<file path="config.mk">
export PLATFORM = sky130hd
export DESIGN_NAME = accel_impact_peak_counter
export DESIGN_NICKNAME = d
export VERILOG_FILES = /design/src/sv/aipc_pkg.sv /design/src/sv/aipc_seq.sv /design/src/sv/aipc_sqrt.sv /design/src/sv/aipc_dp.sv /design/src/sv/accel_impact_peak_counter.sv
export SDC_FILE = /design/constraint.sdc
export NUM_CORES = 1
export LEC_CHECK = 0
export BUFFER_PORTS_ARGS = -buffer_cell sky130_fd_sc_hd__buf_2
export CAP_MARGIN = 15
export CORE_MARGIN = 5
export CORE_UTILIZATION = 55
export DETAILED_ROUTE_END_ITERATION = 8
export PLACE_DENSITY = 0.78
export SKIP_LAST_GASP = 1
export SYNTH_ARGS = -nofsm -noshare
export SYNTH_HDL_FRONTEND = slang
export SYNTH_SLANG_ARGS = --single-unit
</file>
<file path="constraint.sdc">
create_clock -name clk -period 10.1 [get_ports clk]
set_input_delay 2.02 -clock clk [delete_from_list [all_inputs] [get_ports clk]]
set_output_delay 2.02 -clock clk [all_outputs]
set_load 0.02 [all_outputs]
</file>
<file path="src/sv/aipc_pkg.sv">
// Shared types, codes and microcode program of the impact peak counter.
`timescale 1ns / 1ps
`default_nettype none

package aipc_pkg;

    localparam int AXIS_W  = 13;
    localparam int MAG_W   = 13;
    localparam int CNT_W   = 16;
    localparam int SQ_W    = 26;
    localparam int REM_W   = 16;
    localparam int STEP_W  = 4;
    localparam int SEL_W   = 4;
    localparam int ITER_W  = 4;
    localparam int PADDR_W = 2;
    localparam int PDATA_W = 32;

    localparam logic [MAG_W-1:0]   THR_RESET    = 13'd2000;
    localparam logic [CNT_W-1:0]   CNT_MAX      = 16'hFFFF;
    localparam logic [ITER_W-1:0]  ROOT_ITERS_M1 = 4'd12;
    localparam logic [PADDR_W-1:0] ADDR_THR     = 2'd0;

    localparam logic [1:0] ACT_BATCH = 2'd0;
    localparam logic [1:0] ACT_INC   = 2'd1;
    localparam logic [1:0] ACT_DEC   = 2'd2;

    localparam logic [1:0] ACC_NONE = 2'd0;
    localparam logic [1:0] ACC_LOAD = 2'd1;
    localparam logic [1:0] ACC_ADD  = 2'd2;

    localparam logic [1:0] MAX_NONE = 2'd0;
    localparam logic [1:0] MAX_INIT = 2'd1;
    localparam logic [1:0] MAX_CMP  = 2'd2;

    localparam logic [1:0] SQ_NONE = 2'd0;
    localparam logic [1:0] SQ_INIT = 2'd1;
    localparam logic [1:0] SQ_ITER = 2'd2;

    localparam logic [2:0] BR_NEXT     = 3'd0;
    localparam logic [2:0] BR_WAIT_IN  = 3'd1;
    localparam logic [2:0] BR_BUTTON   = 3'd2;
    localparam logic [2:0] BR_LOOP     = 3'd3;
    localparam logic [2:0] BR_WAIT_OUT = 3'd4;
    localparam logic [2:0] BR_JUMP     = 3'd5;

    localparam logic [STEP_W-1:0] STEP_IDLE   = 4'd0;
    localparam logic [STEP_W-1:0] STEP_BUTTON = 4'd12;
    localparam logic [STEP_W-1:0] STEP_EMIT   = 4'd13;

    typedef struct packed {
        logic [1:0]        action;
        logic [AXIS_W-1:0] ax0;
        logic [AXIS_W-1:0] ay0;
        logic [AXIS_W-1:0] az0;
        logic [AXIS_W-1:0] ax1;
        logic [AXIS_W-1:0] ay1;
        logic [AXIS_W-1:0] az1;
        logic [AXIS_W-1:0] ax2;
        logic [AXIS_W-1:0] ay2;
        logic [AXIS_W-1:0] az2;
    } aipc_in_t;

    typedef struct packed {
        logic [MAG_W-1:0] magnitude;
        logic [MAG_W-1:0] peak_value;
        logic             hit;
        logic [CNT_W-1:0] event_count;
    } aipc_out_t;

    typedef struct packed {
        logic             load_in;
        logic             mul_en;
        logic [SEL_W-1:0] sel;
        logic [1:0]       acc_op;
        logic [1:0]       max_op;
        logic [1:0]       sq_op;
        logic             upd;
        logic             btn;
        logic             emit;
    } ctrl_t;

    typedef struct packed {
        ctrl_t             ctrl;
        logic [2:0]        br;
        logic [STEP_W-1:0] target;
    } ucode_t;

    typedef struct packed {
        logic in_valid;
        logic button;
        logic iter_zero;
        logic out_free;
    } status_t;

    function automatic ucode_t uc(input logic ld, input logic mul, input logic [SEL_W-1:0] sel,
                                  input logic [1:0] acc, input logic [1:0] mx,
                                  input logic [1:0] sq, input logic upd, input logic btn,
                                  input logic emit, input logic [2:0] br,
                                  input logic [STEP_W-1:0] tgt);
        ucode_t w;
        w.ctrl.load_in = ld;
        w.ctrl.mul_en  = mul;
        w.ctrl.sel     = sel;
        w.ctrl.acc_op  = acc;
        w.ctrl.max_op  = mx;
        w.ctrl.sq_op   = sq;
        w.ctrl.upd     = upd;
        w.ctrl.btn     = btn;
        w.ctrl.emit    = emit;
        w.br           = br;
        w.target       = tgt;
        return w;
    endfunction

    // Program: square and accumulate, running axis maximum, 13 root iterations, update, button step, emit.
    function automatic ucode_t ucode_rom(input logic [STEP_W-1:0] step);
        ucode_t w;
        case (step)
            4'd0:  w = uc(1'b1, 1'b0, 4'd0, ACC_NONE, MAX_NONE, SQ_NONE, 1'b0, 1'b0, 1'b0,
                          BR_WAIT_IN, STEP_IDLE);
            4'd1:  w = uc(1'b0, 1'b1, 4'd0, ACC_NONE, MAX_INIT, SQ_NONE, 1'b0, 1'b0, 1'b0,
                          BR_BUTTON, STEP_BUTTON);
            4'd2:  w = uc(1'b0, 1'b1, 4'd1, ACC_LOAD, MAX_CMP, SQ_NONE, 1'b0, 1'b0, 1'b0,
                          BR_NEXT, STEP_IDLE);
            4'd3:  w = uc(1'b0, 1'b1, 4'd2, ACC_ADD, MAX_CMP, SQ_NONE, 1'b0, 1'b0, 1'b0,
                          BR_NEXT, STEP_IDLE);
            4'd4:  w = uc(1'b0, 1'b0, 4'd3, ACC_ADD, MAX_CMP, SQ_NONE, 1'b0, 1'b0, 1'b0,
                          BR_NEXT, STEP_IDLE);
            4'd5:  w = uc(1'b0, 1'b0, 4'd4, ACC_NONE, MAX_CMP, SQ_INIT, 1'b0, 1'b0, 1'b0,
                          BR_NEXT, STEP_IDLE);
            4'd6:  w = uc(1'b0, 1'b0, 4'd5, ACC_NONE, MAX_CMP, SQ_ITER, 1'b0, 1'b0, 1'b0,
                          BR_NEXT, STEP_IDLE);
            4'd7:  w = uc(1'b0, 1'b0, 4'd6, ACC_NONE, MAX_CMP, SQ_ITER, 1'b0, 1'b0, 1'b0,
                          BR_NEXT, STEP_IDLE);
            4'd8:  w = uc(1'b0, 1'b0, 4'd7, ACC_NONE, MAX_CMP, SQ_ITER, 1'b0, 1'b0, 1'b0,
                          BR_NEXT, STEP_IDLE);
            4'd9:  w = uc(1'b0, 1'b0, 4'd8, ACC_NONE, MAX_CMP, SQ_ITER, 1'b0, 1'b0, 1'b0,
                          BR_NEXT, STEP_IDLE);
            4'd10: w = uc(1'b0, 1'b0, 4'd0, ACC_NONE, MAX_NONE, SQ_ITER, 1'b0, 1'b0, 1'b0,
                          BR_LOOP, STEP_IDLE);
            4'd11: w = uc(1'b0, 1'b0, 4'd0, ACC_NONE, MAX_NONE, SQ_NONE, 1'b1, 1'b0, 1'b0,
                          BR_JUMP, STEP_EMIT);
            4'd12: w = uc(1'b0, 1'b0, 4'd0, ACC_NONE, MAX_NONE, SQ_NONE, 1'b0, 1'b1, 1'b0,
                          BR_NEXT, STEP_IDLE);
            4'd13: w = uc(1'b0, 1'b0, 4'd0, ACC_NONE, MAX_NONE, SQ_NONE, 1'b0, 1'b0, 1'b1,
                          BR_WAIT_OUT, STEP_IDLE);
            default: w = uc(1'b0, 1'b0, 4'd0, ACC_NONE, MAX_NONE, SQ_NONE, 1'b0, 1'b0, 1'b0,
                            BR_JUMP, STEP_IDLE);
        endcase
        return w;
    endfunction

endpackage

`default_nettype wire

</file>
<file path="src/sv/aipc_seq.sv">
// Microcode sequencer: step counter, program ROM and branch logic.
`timescale 1ns / 1ps
`default_nettype none

module aipc_seq (
    input  wire logic            clk,
    input  wire logic            rst_n,
    input  wire aipc_pkg::status_t status,
    output aipc_pkg::ctrl_t      ctrl
);
    import aipc_pkg::*;

    logic [STEP_W-1:0] step_reg;
    logic [STEP_W-1:0] step_next;
    logic [STEP_W-1:0] step_inc;
    ucode_t            word;

    assign word     = ucode_rom(step_reg);
    assign ctrl     = word.ctrl;
    assign step_inc = step_reg + 1'b1;

    always_comb
    begin
        case (word.br)
            BR_NEXT:     step_next = step_inc;
            BR_WAIT_IN:  step_next = status.in_valid ? step_inc : step_reg;
            BR_BUTTON:   step_next = status.button ? word.target : step_inc;
            BR_LOOP:     step_next = status.iter_zero ? step_inc : step_reg;
            BR_WAIT_OUT: step_next = status.out_free ? word.target : step_reg;
            BR_JUMP:     step_next = word.target;
            default:     step_next = STEP_IDLE;
        endcase
    end

    always_ff @(posedge clk or negedge rst_n)
    begin
        if (!rst_n)
        begin
            step_reg <= STEP_IDLE;
        end
        else
        begin
            step_reg <= step_next;
        end
    end

endmodule

`default_nettype wire

</file>
<file path="src/sv/aipc_sqrt.sv">
// Restoring floor square root, one root bit per iteration.
`timescale 1ns / 1ps
`default_nettype none

module aipc_sqrt (
    input  wire logic                       clk,
    input  wire logic                       rst_n,
    input  wire logic [1:0]                 sq_op,
    input  wire logic [aipc_pkg::SQ_W-1:0]  radicand,
    output logic      [aipc_pkg::MAG_W-1:0] root,
    output logic                            iter_zero
);
    import aipc_pkg::*;

    logic [SQ_W-1:0]   rad_reg;
    logic [REM_W-1:0]  rem_reg;
    logic [MAG_W-1:0]  root_reg;
    logic [ITER_W-1:0] cnt_reg;
    logic [REM_W-1:0]  rem_sh;
    logic [REM_W-1:0]  trial;
    logic              take;

    assign rem_sh    = {rem_reg[REM_W-3:0], rad_reg[SQ_W-1 -: 2]};
    assign trial     = {1'b0, root_reg, 2'b01};
    assign take      = (rem_sh >= trial);
    assign root      = root_reg;
    assign iter_zero = (cnt_reg == '0);

    always_ff @(posedge clk)
    begin
        case (sq_op)
            SQ_INIT:
            begin
                rad_reg  <= radicand;
                rem_reg  <= '0;
                root_reg <= '0;
            end
            SQ_ITER:
            begin
                rad_reg  <= {rad_reg[SQ_W-3:0], 2'b00};
                rem_reg  <= take ? (rem_sh - trial) : rem_sh;
                root_reg <= {root_reg[MAG_W-2:0], take};
            end
            default:
            begin
            end
        endcase
    end

    always_ff @(posedge clk or negedge rst_n)
    begin
        if (!rst_n)
        begin
            cnt_reg <= '0;
        end
        else if (sq_op == SQ_INIT)
        begin
            cnt_reg <= ROOT_ITERS_M1;
        end
        else if (sq_op == SQ_ITER && cnt_reg != '0)
        begin
            cnt_reg <= cnt_reg - 1'b1;
        end
    end

endmodule

`default_nettype wire

</file>
<file path="src/sv/aipc_dp.sv">
// Datapath: input beat, squarer, accumulator, axis maximum, state and output register.
`timescale 1ns / 1ps
`default_nettype none

module aipc_dp (
    input  wire logic                       clk,
    input  wire logic                       rst_n,
    input  wire aipc_pkg::ctrl_t            ctrl,
    input  wire logic                       in_valid,
    input  wire aipc_pkg::aipc_in_t         in_data,
    input  wire logic [aipc_pkg::MAG_W-1:0] threshold,
    input  wire logic                       out_ready,
    output logic                            out_valid,
    output aipc_pkg::aipc_out_t             out_data,
    output aipc_pkg::status_t               status
);
    import aipc_pkg::*;

    aipc_in_t                 in_reg;
    logic signed [AXIS_W-1:0] axis;
    logic signed [SQ_W-1:0]   prod_full;
    logic [SQ_W-1:0]          prod_reg;
    logic [SQ_W-1:0]          acc_reg;
    logic signed [AXIS_W-1:0] best_reg;
    logic [MAG_W-1:0]         root;
    logic                     iter_zero;
    logic [MAG_W-1:0]         peak_reg;
    logic [CNT_W-1:0]         count_reg;
    logic [MAG_W-1:0]         mag_res_reg;
    logic                     hit_res_reg;
    aipc_out_t                out_reg;
    logic                     out_valid_reg;
    logic                     out_free;
    logic [MAG_W-1:0]         peak_mag;
    logic [MAG_W-1:0]         best_u;
    logic                     best_wins;
    logic                     hit;
    logic                     cnt_full;

    always_comb
    begin
        case (ctrl.sel)
            4'd0:    axis = in_reg.ax0;
            4'd1:    axis = in_reg.ay0;
            4'd2:    axis = in_reg.az0;
            4'd3:    axis = in_reg.ax1;
            4'd4:    axis = in_reg.ay1;
            4'd5:    axis = in_reg.az1;
            4'd6:    axis = in_reg.ax2;
            4'd7:    axis = in_reg.ay2;
            4'd8:    axis = in_reg.az2;
            default: axis = '0;
        endcase
    end

    assign prod_full = axis * axis;

    assign peak_mag  = (root > peak_reg) ? root : peak_reg;
    assign best_u    = {1'b0, best_reg[AXIS_W-2:0]};
    assign best_wins = !best_reg[AXIS_W-1] && (best_u > peak_mag);
    assign hit       = (root > threshold);
    assign cnt_full  = (count_reg == CNT_MAX);
    assign out_free  = !out_valid_reg || out_ready;

    assign status.in_valid  = in_valid;
    assign status.button    = (in_reg.action != ACT_BATCH);
    assign status.iter_zero = iter_zero;
    assign status.out_free  = out_free;

    assign out_valid = out_valid_reg;
    assign out_data  = out_reg;

    aipc_sqrt u_sqrt (
        .clk       (clk),
        .rst_n     (rst_n),
        .sq_op     (ctrl.sq_op),
        .radicand  (acc_reg),
        .root      (root),
        .iter_zero (iter_zero)
    );

    always_ff @(posedge clk)
    begin
        if (ctrl.load_in && in_valid)
        begin
            in_reg <= in_data;
        end
        if (ctrl.mul_en)
        begin
            prod_reg <= prod_full;
        end
        case (ctrl.acc_op)
            ACC_LOAD: acc_reg <= prod_reg;
            ACC_ADD:  acc_reg <= acc_reg + prod_reg;
            default:  acc_reg <= acc_reg;
        endcase
        case (ctrl.max_op)
            MAX_INIT: best_reg <= axis;
            MAX_CMP:  best_reg <= (axis > best_reg) ? axis : best_reg;
            default:  best_reg <= best_reg;
        endcase
        if (ctrl.upd)
        begin
            mag_res_reg <= root;
            hit_res_reg <= hit;
        end
        else if (ctrl.btn)
        begin
            mag_res_reg <= '0;
            hit_res_reg <= 1'b0;
        end
        if (ctrl.emit && out_free)
        begin
            out_reg.magnitude   <= mag_res_reg;
            out_reg.peak_value  <= peak_reg;
            out_reg.hit         <= hit_res_reg;
            out_reg.event_count <= count_reg;
        end
    end

    always_ff @(posedge clk or negedge rst_n)
    begin
        if (!rst_n)
        begin
            peak_reg      <= '0;
            count_reg     <= '0;
            out_valid_reg <= 1'b0;
        end
        else
        begin
            if (ctrl.upd)
            begin
                peak_reg <= best_wins ? best_u : peak_mag;
                if (hit && !cnt_full)
                begin
                    count_reg <= count_reg + 1'b1;
                end
            end
            else if (ctrl.btn)
            begin
                if (in_reg.action == ACT_INC && !cnt_full)
                begin
                    count_reg <= count_reg + 1'b1;
                end
                else if (in_reg.action == ACT_DEC && count_reg != '0)
                begin
                    count_reg <= count_reg - 1'b1;
                end
            end
            if (ctrl.emit && out_free)
            begin
                out_valid_reg <= 1'b1;
            end
            else if (out_ready)
            begin
                out_valid_reg <= 1'b0;
            end
        end
    end

endmodule

`default_nettype wire

</file>
<file path="src/sv/accel_impact_peak_counter.sv">
// Impact peak counter top level: configuration port, sequencer and datapath.
//
// Usage: one input beat on in_valid/in_ready carries an action and three
// 3-axis samples. A batch beat (action 0) yields the floor root of the first
// sample's squared magnitude, updates the held peak with it and with the
// largest of the nine axis values, and counts a hit when the magnitude is
// above hit_threshold. Actions 1 and 2 step the count up or down, action 3
// leaves it; a button beat reports zero magnitude and no hit. Every input
// beat gives exactly one output beat. A batch beat passes squaring,
// accumulation, the 13 iterations of the bit-per-cycle root unit and the
// update; a button beat passes the count step. The next input beat is taken
// once the result is emitted. hit_threshold lies at byte address 0 of the
// APB port; the user must see that it is written only while the block is
// idle, which the block itself does not enforce. Reset clears the peak and
// the count and loads a threshold of 2000. While the receiver stalls, the
// result holds in the output register; the block still takes and works on
// one further input beat and then waits before emitting it.
`timescale 1ns / 1ps
`default_nettype none

module accel_impact_peak_counter (
    input  wire logic                         clk,
    input  wire logic                         rst_n,
    input  wire logic                         psel,
    input  wire logic                         penable,
    input  wire logic                         pwrite,
    input  wire logic [aipc_pkg::PADDR_W-1:0] paddr,
    input  wire logic [aipc_pkg::PDATA_W-1:0] pwdata,
    output logic      [aipc_pkg::PDATA_W-1:0] prdata,
    output logic                              pready,
    input  wire logic                         in_valid,
    output logic                              in_ready,
    input  wire aipc_pkg::aipc_in_t           in_data,
    output logic                              out_valid,
    input  wire logic                         out_ready,
    output aipc_pkg::aipc_out_t               out_data
);
    import aipc_pkg::*;

    logic [MAG_W-1:0] thr_reg;
    ctrl_t            ctrl;
    status_t          status;

    assign pready   = 1'b1;
    assign prdata   = (paddr == ADDR_THR) ? {{(PDATA_W-MAG_W){1'b0}}, thr_reg} : '0;
    assign in_ready = ctrl.load_in;

    always_ff @(posedge clk or negedge rst_n)
    begin
        if (!rst_n)
        begin
            thr_reg <= THR_RESET;
        end
        else if (psel && penable && pwrite && paddr == ADDR_THR)
        begin
            thr_reg <= pwdata[MAG_W-1:0];
        end
    end

    aipc_seq u_seq (
        .clk    (clk),
        .rst_n  (rst_n),
        .status (status),
        .ctrl   (ctrl)
    );

    aipc_dp u_dp (
        .clk       (clk),
        .rst_n     (rst_n),
        .ctrl      (ctrl),
        .in_valid  (in_valid),
        .in_data   (in_data),
        .threshold (thr_reg),
        .out_ready (out_ready),
        .out_valid (out_valid),
        .out_data  (out_data),
        .status    (status)
    );

endmodule

`default_nettype wire

</file>
==> flow_summary.toml <==
[status]
status = "finished, final reports clean"

[floorplan]
start_util_pct = 55.6
ios = 238
dieArea_um2 = 45600
dieWidth_um = 213
coreArea_um2 = 40900
die_h_um = 213
num_rows = 74

[clocking]
clock_path_buffers = 3
h-tree-depth = 2
cts_setup_buffers = 0
postCtsHoldBufs = 0
tritoncts = "done"
path_clk_slew_ns = 0.06
cts_sinks = 344
cts_buffers = 38
cts-root-buf = "clkbuf_16"
cts_resized = 0
insertion_delay_ns = 0.57

[placed_design]
pre_cts_ws_ns = 1.00
portBuffers = 198
placedCellCount = 2674
place.gp.congestion = 0.931
dp_hpwl_mm = 38.7

[sta]
rsz0062_at_grt = "false"
hold_viol_final = 0
clock_skew_ns = 0.0240
worst_pin_slew_ns = 1.14
tns_ns = 0
fin_ws_ns = 0.906
min_period_ns = 9.19
drv_slew = 0
fmax_mhz = 109
setup_viol = 0
slew_headroom_pct = 24.2
fin_crit_sh_pct = 91.0

[worst_setup_path]
worst-endpoint-arrival_ns = 9.50
crit_top_cell = "fa_1"
crit_buf_inv = 5
cp-end-kind = "flip-flop"
path_max_fanout = 12
startpoint = "u_seq.step_reg[1]"
cp_top_family = "adder cells"
cp_slowest_stage_delay_ns = 0.64
required_ns = 10.41
reg2reg_from = "u_seq.step_reg[1]"
critPathSlowestCell = "or3_1"
crit_type = "flip-flop to flip-flop"
crit_path_start_kind = "flip-flop"

[global_route]
track_usage_pct = 22.6
antenna_found_initial = 1
grt_max_degree = 67
overflow = 0
grt_pass1_vias = 16300
grt_pass1_wl_mm = 82.7

[finish]
nFillCells = 3143
final_util_pct = 62.8
areaGrowthSynthToFinish_pct = 12.9
final_nets = 2664
fin_cells = 2742
drive_gt1_share_pct = 17.4
antenna_cells = 0
largest_reg_flops = 119

[drt]
vias_per_cell = 5.76
wl_mm = 51.5
drtAntennaViolNets = 0
vias = 15800
wire_per_inst_um = 18.8
drtIter0Drc = 1226
drc_errors = 0
first_pass_iters = 5

[logic_synthesis]
ys_ff_latch = 344
ys_top_cells_by_area = "edfxtp_1 (39%), fa_1 (13%), ha_1 (9.7%)"
yosysSeqAreaShare_pct = 44.3
ys_warn_count = 0
yosysMostFrequentCell = "edfxtp_1"
syn_area_um2 = 22800
synth_top_cell_area_share_pct = 38.6
synth_edf_count = 293
synth_cells = 1972
ys_top_cells_by_count = "edfxtp_1 (293), inv_1 (246), ha_1 (176)"
ys_types = 86
yosysTopAreaCell = "edfxtp_1"
synthArstFlopShare_pct = 14.8
ys.flop_type = "edfxtp_1"
syn_area_per_cell_um2 = 11.5

[hold_path]
hold_path_class = "flip-flop to flip-flop"
hp-start = "u_dp.mag_res_reg[9]"

[job]
maxCapViolCount = 0
==> through the flow <==
step / hold slack [ns] / cell area (µm²)
5_1_grt: 0.425 / 25700
2_1_floorplan: 0.400 / 22800
3_3_place_gp: 0.401 / 24300
3_5_place_dp: 0.405 / 24300
6_report: 0.418 / 25700
4_1_cts: 0.419 / 25700
==> logic make-up (layout without fill, tap and decap cells) <==
group | after synthesis | after routing | share of synthesized area, %
and+or+nand+nor | 495 | 495 | 10.5
AOI/OAI and AO/OA | 324 | 324 | 10.1
other | 2 | 20 | 0.0330
muxes | 79 | 79 | 3.77
adders and majority gates | 320 | 320 | 22.3
xor gates and xnor gates | 77 | 77 | 2.96
buffers and inverters | 331 | 551 | 6.07
DFF | 344 | 344 | 44.3
==> final timing paths <==
check | endpoint | slack, ns | cells past startpoint
hold / removal | u_dp.out_data[39] | 0.42 | 0
max in group asynchronous | u_dp.peak_reg[8] | 7.98 | 2
hold reg to reg | u_dp.out_data[39] | 0.42 | 0
min in group asynchronous | u_seq.step_reg[1] | 1.62 | 2
setup / recovery | u_dp.prod_reg[25] | 0.91 | 29
setup reg to reg | u_dp.prod_reg[25] | 0.91 | 29
==> layer usage <==
layer	vias up	wire length, µm	GRT usage, %
li1	7351	-	-
met3	95	4000	4.26
met4	0	1420	7.06
met2	617	25400	38.8
met1	7724	20600	29.5
met5	-	0	0
==> layout by cell type (no fill, tap or decap), types with 55 or more instances in the layout <==
cell      count
inv_1       245
nor2_1      127
a21oi_1      68
xnor2_1      63
mux2_2       55
nand2_1     144
ha_1        176
fa_1        144
buf_2       198
edfxtp_1    293
==> cell type report <==
class	instances	area [µm²]	area share (%)
clock buffers	46	1020	3.97
clock inverters	20	315	1.23
inverters	249	935	3.64
multi-input cells	1315	11400	44.3
flip-flops and latches	344	10100	39.2
well taps	532	666	2.59
repair buffers	236	1290	5.01
Power is not shown: default switching activity piles up to over one toggle a cycle in this logic, so the estimate is an artifact.
